`config.mk`:
```
export PLATFORM = sky130hd
export DESIGN_NAME = dot_star_regex_matcher
export DESIGN_NICKNAME = d
export VERILOG_FILES = /design/src/hdl/dsrm_pkg.sv /design/src/hdl/dot_star_regex_matcher.sv /design/src/hdl/dsrm_cell.sv
export SDC_FILE = /design/constraint.sdc
export NUM_CORES = 1
export LEC_CHECK = 0
export BUFFER_PORTS_ARGS = -buffer_cell sky130_fd_sc_hd__buf_2
export CAP_MARGIN = 20
export CORE_MARGIN = 3
export CORE_UTILIZATION = 45
export CTS_BUF_LIST = sky130_fd_sc_hd__clkbuf_4 sky130_fd_sc_hd__clkbuf_8 sky130_fd_sc_hd__clkbuf_16
export CTS_CLUSTER_DIAMETER = 80
export CTS_CLUSTER_SIZE = 40
export DETAILED_ROUTE_END_ITERATION = 10
export MAX_ROUTING_LAYER = met4
export PLACE_DENSITY = 0.63
export SLEW_MARGIN = 25
export SYNTH_ARGS = -nofsm -noshare
export SYNTH_HDL_FRONTEND = slang
export SYNTH_SLANG_ARGS = --single-unit
```
`constraint.sdc`:
```
create_clock -name clk_i -period 4.7 [get_ports clk_i]
set_clock_uncertainty 0.1 [all_clocks]
set_input_delay 0.47 -clock clk_i [delete_from_list [all_inputs] [get_ports clk_i]]
set_output_delay 0.47 -clock clk_i [all_outputs]
set_load 0.02 [all_outputs]
```
`src/hdl/dsrm_pkg.sv`:
```
`default_nettype none

package dsrm_pkg;

  localparam int unsigned MaxTokens = 32;
  localparam int unsigned CountW    = $clog2(MaxTokens + 1);
  localparam int unsigned IdxW      = (MaxTokens > 1) ? $clog2(MaxTokens) : 1;

  localparam logic [7:0] ChStar = 8'h2A;
  localparam logic [7:0] ChDot  = 8'h2E;

  typedef enum logic [1:0] {
    OpPattern = 2'd0,
    OpText    = 2'd1,
    OpEnd     = 2'd2,
    OpClear   = 2'd3
  } op_e;

  // per-cell control from the sequencer
  typedef struct packed {
    logic used;      // token stored in this cell
    logic last;      // this position is the pattern end
    logic wr_byte;   // load a new unstarred token
    logic set_star;  // mark the stored token repeatable
    logic step;      // advance positions on a text byte
    logic restart;   // drop all positions
  } cell_ctl_t;

endpackage

`default_nettype wire

```
`src/hdl/dot_star_regex_matcher.sv`:
```
`default_nettype none

// Whole-string matcher for patterns of literal bytes, '.' and '*'. Send pattern
// bytes (op 0), then text bytes (op 1), then an end request (op 2), which returns
// one result: matched, plus pattern_overflow if bytes beyond the 32-token capacity
// were dropped. Op 3 clears the pattern. Only end requests produce a result. One
// request is accepted per cycle; the output register lets the next request in while a
// result waits, and input stalls only while a result is held back by the consumer.
// Text bytes ripple through a row of 32 token cells, each holding one token and its
// active-position bit; the skip path for starred tokens runs combinationally the full
// length of that row.
module dot_star_regex_matcher
  import dsrm_pkg::*;
(
  input  wire logic       clk_i,
  input  wire logic       rst_ni,
  input  wire logic       in_valid_i,
  output logic            in_stall_o,
  input  wire logic [1:0] operation_i,
  input  wire logic [7:0] byte_value_i,
  output logic            out_valid_o,
  input  wire logic       out_stall_i,
  output logic            matched_o,
  output logic            pattern_overflow_o
);

  op_e               op;
  logic              acc, acc_pat, acc_text, acc_end, acc_clear;
  logic [CountW-1:0] count_q, count_d;
  logic              ovf_q, ovf_d;
  logic              start_q, start_d;
  logic              act_end_q, act_end_d;
  logic              out_valid_q, out_valid_d;
  logic              matched_q, matched_d;
  logic              povf_q, povf_d;
  logic              full, is_star, star_ok, wr_new;
  logic [CountW-1:0] count_m1;

  cell_ctl_t           ctl   [MaxTokens];
  logic [MaxTokens:0]  skip_c;
  logic [MaxTokens:0]  hit_c;
  logic [MaxTokens-1:0] end_v;
  logic [MaxTokens-1:0] starred_v;
  logic                closed_end;

  assign op         = op_e'(operation_i);
  assign in_stall_o = out_valid_q & out_stall_i;
  assign acc        = in_valid_i & ~in_stall_o;
  assign acc_pat    = acc & (op == OpPattern);
  assign acc_text   = acc & (op == OpText);
  assign acc_end    = acc & (op == OpEnd);
  assign acc_clear  = acc & (op == OpClear);

  assign full     = (count_q == CountW'(MaxTokens));
  assign is_star  = (byte_value_i == ChStar);
  assign count_m1 = count_q - CountW'(1);
  assign star_ok  = is_star && (count_q != '0) && !starred_v[count_m1[IdxW-1:0]];
  assign wr_new   = acc_pat & ~star_ok & ~full;

  assign skip_c[0] = start_q;
  assign hit_c[0]  = 1'b0;

  for (genvar i = 0; i < MaxTokens; i++) begin : g_cell
    always_comb begin
      ctl[i].used     = count_q > CountW'(i);
      ctl[i].last     = count_q == CountW'(i);
      ctl[i].wr_byte  = wr_new & (count_q == CountW'(i));
      ctl[i].set_star = acc_pat & star_ok & (count_q == CountW'(i + 1));
      ctl[i].step     = acc_text;
      ctl[i].restart  = acc_end | acc_clear;
    end

    dsrm_cell u_cell (
      .clk_i       (clk_i),
      .rst_ni      (rst_ni),
      .ctl_i       (ctl[i]),
      .byte_value_i(byte_value_i),
      .skip_i      (skip_c[i]),
      .hit_i       (hit_c[i]),
      .skip_o      (skip_c[i+1]),
      .hit_o       (hit_c[i+1]),
      .end_o       (end_v[i]),
      .starred_o   (starred_v[i])
    );
  end

  assign closed_end = act_end_q | skip_c[MaxTokens];

  always_comb begin
    count_d     = count_q;
    ovf_d       = ovf_q;
    start_d     = start_q;
    act_end_d   = act_end_q;
    out_valid_d = out_valid_q & out_stall_i;
    matched_d   = matched_q;
    povf_d      = povf_q;
    if (acc) begin
      unique case (op)
        OpPattern: begin
          if (wr_new) begin
            count_d = count_q + CountW'(1);
          end else if (!star_ok) begin
            ovf_d = 1'b1;
          end
        end
        OpText: begin
          start_d   = 1'b0;
          act_end_d = hit_c[MaxTokens];
        end
        OpEnd: begin
          out_valid_d = 1'b1;
          matched_d   = (|end_v) | (closed_end & full);
          povf_d      = ovf_q;
          start_d     = 1'b1;
          act_end_d   = 1'b0;
        end
        OpClear: begin
          count_d   = '0;
          ovf_d     = 1'b0;
          start_d   = 1'b1;
          act_end_d = 1'b0;
        end
        default: begin
        end
      endcase
    end
  end

  always_ff @(posedge clk_i or negedge rst_ni) begin
    if (!rst_ni) begin
      count_q     <= '0;
      ovf_q       <= 1'b0;
      start_q     <= 1'b1;
      act_end_q   <= 1'b0;
      out_valid_q <= 1'b0;
    end else begin
      count_q     <= count_d;
      ovf_q       <= ovf_d;
      start_q     <= start_d;
      act_end_q   <= act_end_d;
      out_valid_q <= out_valid_d;
    end
  end

  always_ff @(posedge clk_i) begin
    matched_q <= matched_d;
    povf_q    <= povf_d;
  end

  assign out_valid_o        = out_valid_q;
  assign matched_o          = matched_q;
  assign pattern_overflow_o = povf_q;

  a_count_bound: assert property (@(posedge clk_i) disable iff (!rst_ni)
    count_q <= CountW'(MaxTokens))
    else $error("token count beyond capacity");

  a_end_result: assert property (@(posedge clk_i) disable iff (!rst_ni)
    acc_end |=> out_valid_q)
    else $error("end request without result");

  a_clear_empties: assert property (@(posedge clk_i) disable iff (!rst_ni)
    acc_clear |=> (count_q == '0) && !ovf_q && start_q)
    else $error("clear left pattern state");

  a_ovf_when_full: assert property (@(posedge clk_i) disable iff (!rst_ni)
    $rose(ovf_q) |-> $past(full))
    else $error("overflow flagged with free tokens");

endmodule

`default_nettype wire

```
`src/hdl/dsrm_cell.sv`:
```
`default_nettype none

module dsrm_cell
  import dsrm_pkg::*;
(
  input  wire logic       clk_i,
  input  wire logic       rst_ni,
  input  wire cell_ctl_t  ctl_i,
  input  wire logic [7:0] byte_value_i,
  input  wire logic       skip_i,
  input  wire logic       hit_i,
  output logic            skip_o,
  output logic            hit_o,
  output logic            end_o,
  output logic            starred_o
);

  logic [7:0] tok_q;
  logic       star_q;
  logic       act_q, act_d;
  logic       closed, hit;

  assign closed    = act_q | skip_i;
  assign hit       = closed & ctl_i.used & ((tok_q == ChDot) | (tok_q == byte_value_i));
  assign skip_o    = closed & ctl_i.used & star_q;
  assign hit_o     = hit & ~star_q;
  assign end_o     = closed & ctl_i.last;
  assign starred_o = star_q;

  always_comb begin
    priority if (ctl_i.restart) begin
      act_d = 1'b0;
    end else if (ctl_i.step) begin
      act_d = (hit & star_q) | hit_i;
    end else begin
      act_d = act_q;
    end
  end

  always_ff @(posedge clk_i or negedge rst_ni) begin
    if (!rst_ni) begin
      act_q <= 1'b0;
    end else begin
      act_q <= act_d;
    end
  end

  always_ff @(posedge clk_i) begin
    if (ctl_i.wr_byte) begin
      tok_q  <= byte_value_i;
      star_q <= 1'b0;
    end else if (ctl_i.set_star) begin
      star_q <= 1'b1;
    end
  end

endmodule

`default_nettype wire
```
### Word-level counts from Yosys, hierarchy flattened

Index checks and enable logic that the tools add are counted.

* reductions and logical operators: 15
* bitwise gates (word level): 399
* equal/unequal tests: 103
* mux-type cells: 75
* add/sub/neg operators: 2
* order comparisons: 33

Operators with widths (count)
* $and A1 B1 Y1: 266
* $eq A8 B6 Y1 const B: 33
* $eq A8 B8 Y1: 32
* $or A1 B1 Y1: 98
* $eq A6 B5 Y1 const B: 16
* $gt A6 B5 Y1 const B: 16
* $mux W1: 69
* $eq A6 B4 Y1 const B: 8
* $gt A6 B4 Y1 const B: 8
* $not A1 Y1: 35
* $reduce_or A32 Y1: 1
* $eq A6 B3 Y1 const B: 4
* $gt A6 B3 Y1 const B: 4
* $eq A6 B2 Y1 const B: 2
* $gt A6 B1 Y1 const B: 2
* $gt A6 B2 Y1 const B: 2
* $pmux W6 S2: 1
* $add A6 B1 Y6 const B: 1
* $eq A6 B1 Y1 const B: 1
* $eq A6 B6 Y1 const B: 1
* $logic_not A6 Y1: 1
* $lt A5 B6 Y1 const B: 1
* $mux W6: 1
* $ne A2 B2 Y1 const B: 3
* 14 further kinds: 21

* bits of input ports: 14
* logic and storage cells: 730
* flip-flop bits (word level): 332

### Longest topological paths before layout

* word-level depth: 100
* depth in mapped cells: 16

### Hierarchy

Synthesis repeated with hierarchy kept, for this count alone.

* cell total of the unflattened synthesis: 1488
* area, all modules: 16733.5 µm²

By module, submodules not included
* dsrm_cell: sequential area each 285.3 µm², instances 32, cells an instance 36, area an instance 457.9 µm²
* dot_star_regex_matcher: sequential area each 311.5 µm², instances 1, cells an instance 336, area an instance 2079.5 µm²

### Least setup slack after synthesis

OpenSTA, ideal clock, no wires.

* path type: reg2reg
* start: register count_q[0]
* end: register g_cell[2].u_cell.tok_q[0], enable pin
* setup time: 0.281 ns
* arrival time: 3.272 ns
* cell stages (with the launch flop): 13
* setup slack: 1.047 ns
* cell sequence: dfrtp_1 buf_2 buf_4 inv_1 ha_1 buf_1 mux4_2 mux4_2 mux2i_1 nand4_1 and2_1 clkbuf_1 and3_1

RTL lines
* from (decl): RTL line dot_star_regex_matcher.sv:29 `logic [CountW-1:0] count_q, count_d;`
* from (signal assigned): RTL line dot_star_regex_matcher.sv:137 `count_q <= count_d;`
* to (signal assigned): RTL line dsrm_cell.sv:50 `tok_q <= byte_value_i;`
* to (decl): RTL line dsrm_cell.sv:18 `logic [7:0] tok_q;`

==> metrics.txt <==
syn avg cell area 11.5 µm²; Syn Inst Count 1505; RSZ-0062 raised after global routing false; initial antenna violation count 0; clock sink total 332; status completed; Detailed Place HPWL 30500 µm; Total Neg Setup Slack 0 ns; Reg2Reg Depth 10; antenna-violating nets left 0; All-Layer GR Usage 22.4%; R2R Path End g_cell[3].u_cell.tok_q[3]; Worst-Margin Slew 0.966 ns; Ant. Diodes 0; latest clock arrival within the worst-skew pair 0.55 ns; Detailed Route WL 45000 µm; placed insts 2005; DIE AREA 0.0408 mm²; TritonCTS buffer count 15; worst min-delay path category input port to flip-flop; Initial DRT Pass Iterations 6; CTS clk-pin slew, worst paths 0.11 ns; Worst R2R Setup Slack 0.45 ns; max-cap violations 0; final hold slack 0.201 ns; pwr dens 316 mW/mm²; drt drc 0; row cnt 71; post-route setup slack 0.453 ns; Root Driver clkbuf_16; Top FF cell, synth edfxtp_1; port bufs 17; H-tree depth 1; CP max FO 11; synthesized area 0.0173 mm²; fin area 0.0186 mm²; deepest clock path buffer count 3; area growth from synthesis to layout 7.73%; commonest non-fill, non-tap cell in the layout edfxtp_1; setup bufs post-CTS 0; vias in the first global route 12.1k; Critical Path RT 4.77 ns; sequential share of the synthesized area 54.7%; I/O pin count 18; Crit Path Class flip-flop to flip-flop; Core ar. 0.0378 mm²; Total Nets Final 1536; worst vdd ir 0.000391 V; fin crit share 90.4%; Final min period 4.25 ns; Crit Reg-Reg Startpoint count_q[1]; Final Power 5.88 mW; global-route wire length before repair 70200 µm; upper clock frequency limit 235 MHz; Leak 6.14 nW; crit path capture type flip-flop; Via-to-Cell Ratio 6.02; FFs w/ async S/R, synth 12.7%; Vias 12.2k; 1st-iter DRT viols 1022; Mapped Nets 1529; Post-synth EDFFs 258; CTS Hold Bufs 1; Initial Util 45.7%; CP Data Arrival Time 4.32 ns; CTS tree built; hold wc startpoint byte_value_i[5]; final hold vios 0; Final Max Tran Viols 0; WHS Endpoint g_cell[31].u_cell.tok_q[5]; DP Area 0.0181 mm²; Placement Setup Slack 0.556 ns; Synthesis Warnings 0; wire length per cell 22.1 µm; RePlAce Congestion 1.04; commonest non-fill, non-tap cells in the layout edfxtp_1 (258), xnor2_1 (140), xor2_1 (120); #FFs+latches synth 332; largest net degree at the start of global routing 65; Die W 202 µm; post-route insts no fill 2032; share of post-route cells with drive strength above 1 9.07%; Setup-failing EPs final 0; Overflow after GRT 0; Distinct cells, synth 93; fillers 3343; slew margin rel. 34.9%; PostCTS Resize Cnt 0; die height 202 µm; Hold Path Depth 1; Layout Utilization 49.3%; crit path launch type flip-flop
-- state kept, by name, summed over array words and instances (netlist names), 6 cells and up --
register / flops
count_q: 6
g_cell.u_cell.tok_q: 256
g_cell.u_cell.act_q: 32
g_cell.u_cell.starred_o: 32
-- how the worst max path moves through the flow --
stage	start	endpoint	slack [ns]	depth (start not counted)
global placement	count_q[1]	g_cell[3].u_cell.tok_q[4]	0.58	10
detailed placement	count_q[1]	g_cell[3].u_cell.tok_q[5]	0.56	10
global route	count_q[1]	g_cell[3].u_cell.tok_q[1]	0.26	10
floorplan	count_q[0]	g_cell[2].u_cell.tok_q[0]	1.05	12
finish	count_q[1]	g_cell[3].u_cell.tok_q[3]	0.45	10
CTS	count_q[1]	g_cell[3].u_cell.tok_q[3]	0.51	10
-- routing by layer --
layer	up-vias	routed length, µm	global-route usage (%)	share of wire (%)
li1	5616	-	-	-
met1	6163	19800	29.9	44
met2	376	20800	35.5	46
met3	83	3040	3.45	6.8
met4	0	1290	6.83	2.9
met5	-	0	-	0
-- final cells by class --
class                   instances  area [µm²]  area share, %
flip-flops and latches        332        9440           50.8
multi-input cells            1064        7370           39.6
well taps                     511         639           3.44
repair buffers                 67         533           2.87
clock buffers                  18         398           2.14
inverters                      32         120          0.646
clock inverters                 8         104          0.558
-- synth_stat cells (9+ instances only) --
| cell type | number | area share (%) |
|---|---|---|
| and3_1 | 22 | 0.80 |
| and2_1 | 10 | 0.36 |
| a21oi_1 | 81 | 2.3 |
| dfxtp_1 | 32 | 3.7 |
| ha_1 | 10 | 0.72 |
| nand4_1 | 62 | 2.2 |
| dfrtp_1 | 41 | 5.9 |
| nand2_1 | 92 | 2.0 |
| buf_1 | 22 | 0.48 |
| nor3_1 | 20 | 0.58 |
| xnor2_1 | 140 | 7.1 |
| nor2b_1 | 25 | 0.91 |
| a22oi_1 | 9 | 0.39 |
| inv_1 | 32 | 0.70 |
| nor4b_1 | 17 | 0.86 |
| o21ai_0 | 51 | 1.5 |
| nor4_1 | 53 | 1.9 |
| nor2_1 | 98 | 2.1 |
| nand4b_1 | 17 | 0.86 |
| xor2_1 | 120 | 6.1 |
| mux4_2 | 10 | 1.3 |
| a31oi_1 | 22 | 0.80 |
| clkbuf_1 | 34 | 0.74 |
| nand3_1 | 32 | 0.93 |
| nand2b_1 | 23 | 0.83 |
| edfxtp_1 | 258 | 45 |
-- worst max-delay path, cell delays in order, from the launching register on --
cell	delay, ns
dfrtp_1	0.54
inv_1	0.14
ha_1	0.70
mux4_2	0.39
mux4_2	0.26
mux2i_1	0.09
nand4_1	0.09
buf_4	0.21
and2_1	0.46
nand2_1	0.27
nor2_1	0.63
-- where the power goes --
group,switching [mW],leakage (nW),internal (mW)
logic,0.646,2.74,0.341
clock network,0.971,0.245,0.664
registers,0.0552,3.15,3.20
total,1.67,6.14,4.20
-- kinds of logic (layout without fill, tap and decap cells) --
| logic type | count (synthesis) | after routing | synth area share (%) |
|---|---|---|---|
| AO/OA/AOI/OAI | 268 | 268 | 10.5 |
| XOR/XNOR | 260 | 260 | 13.2 |
| adder cells (fa/ha/maj) | 10 | 10 | 0.725 |
| buffers and inverters | 109 | 125 | 2.84 |
| flip-flops | 332 | 332 | 54.7 |
| multiplexers | 12 | 12 | 1.43 |
| AND/OR/NAND/NOR | 514 | 514 | 16.7 |
No activity file was read; power rests on OpenSTA's default activity.
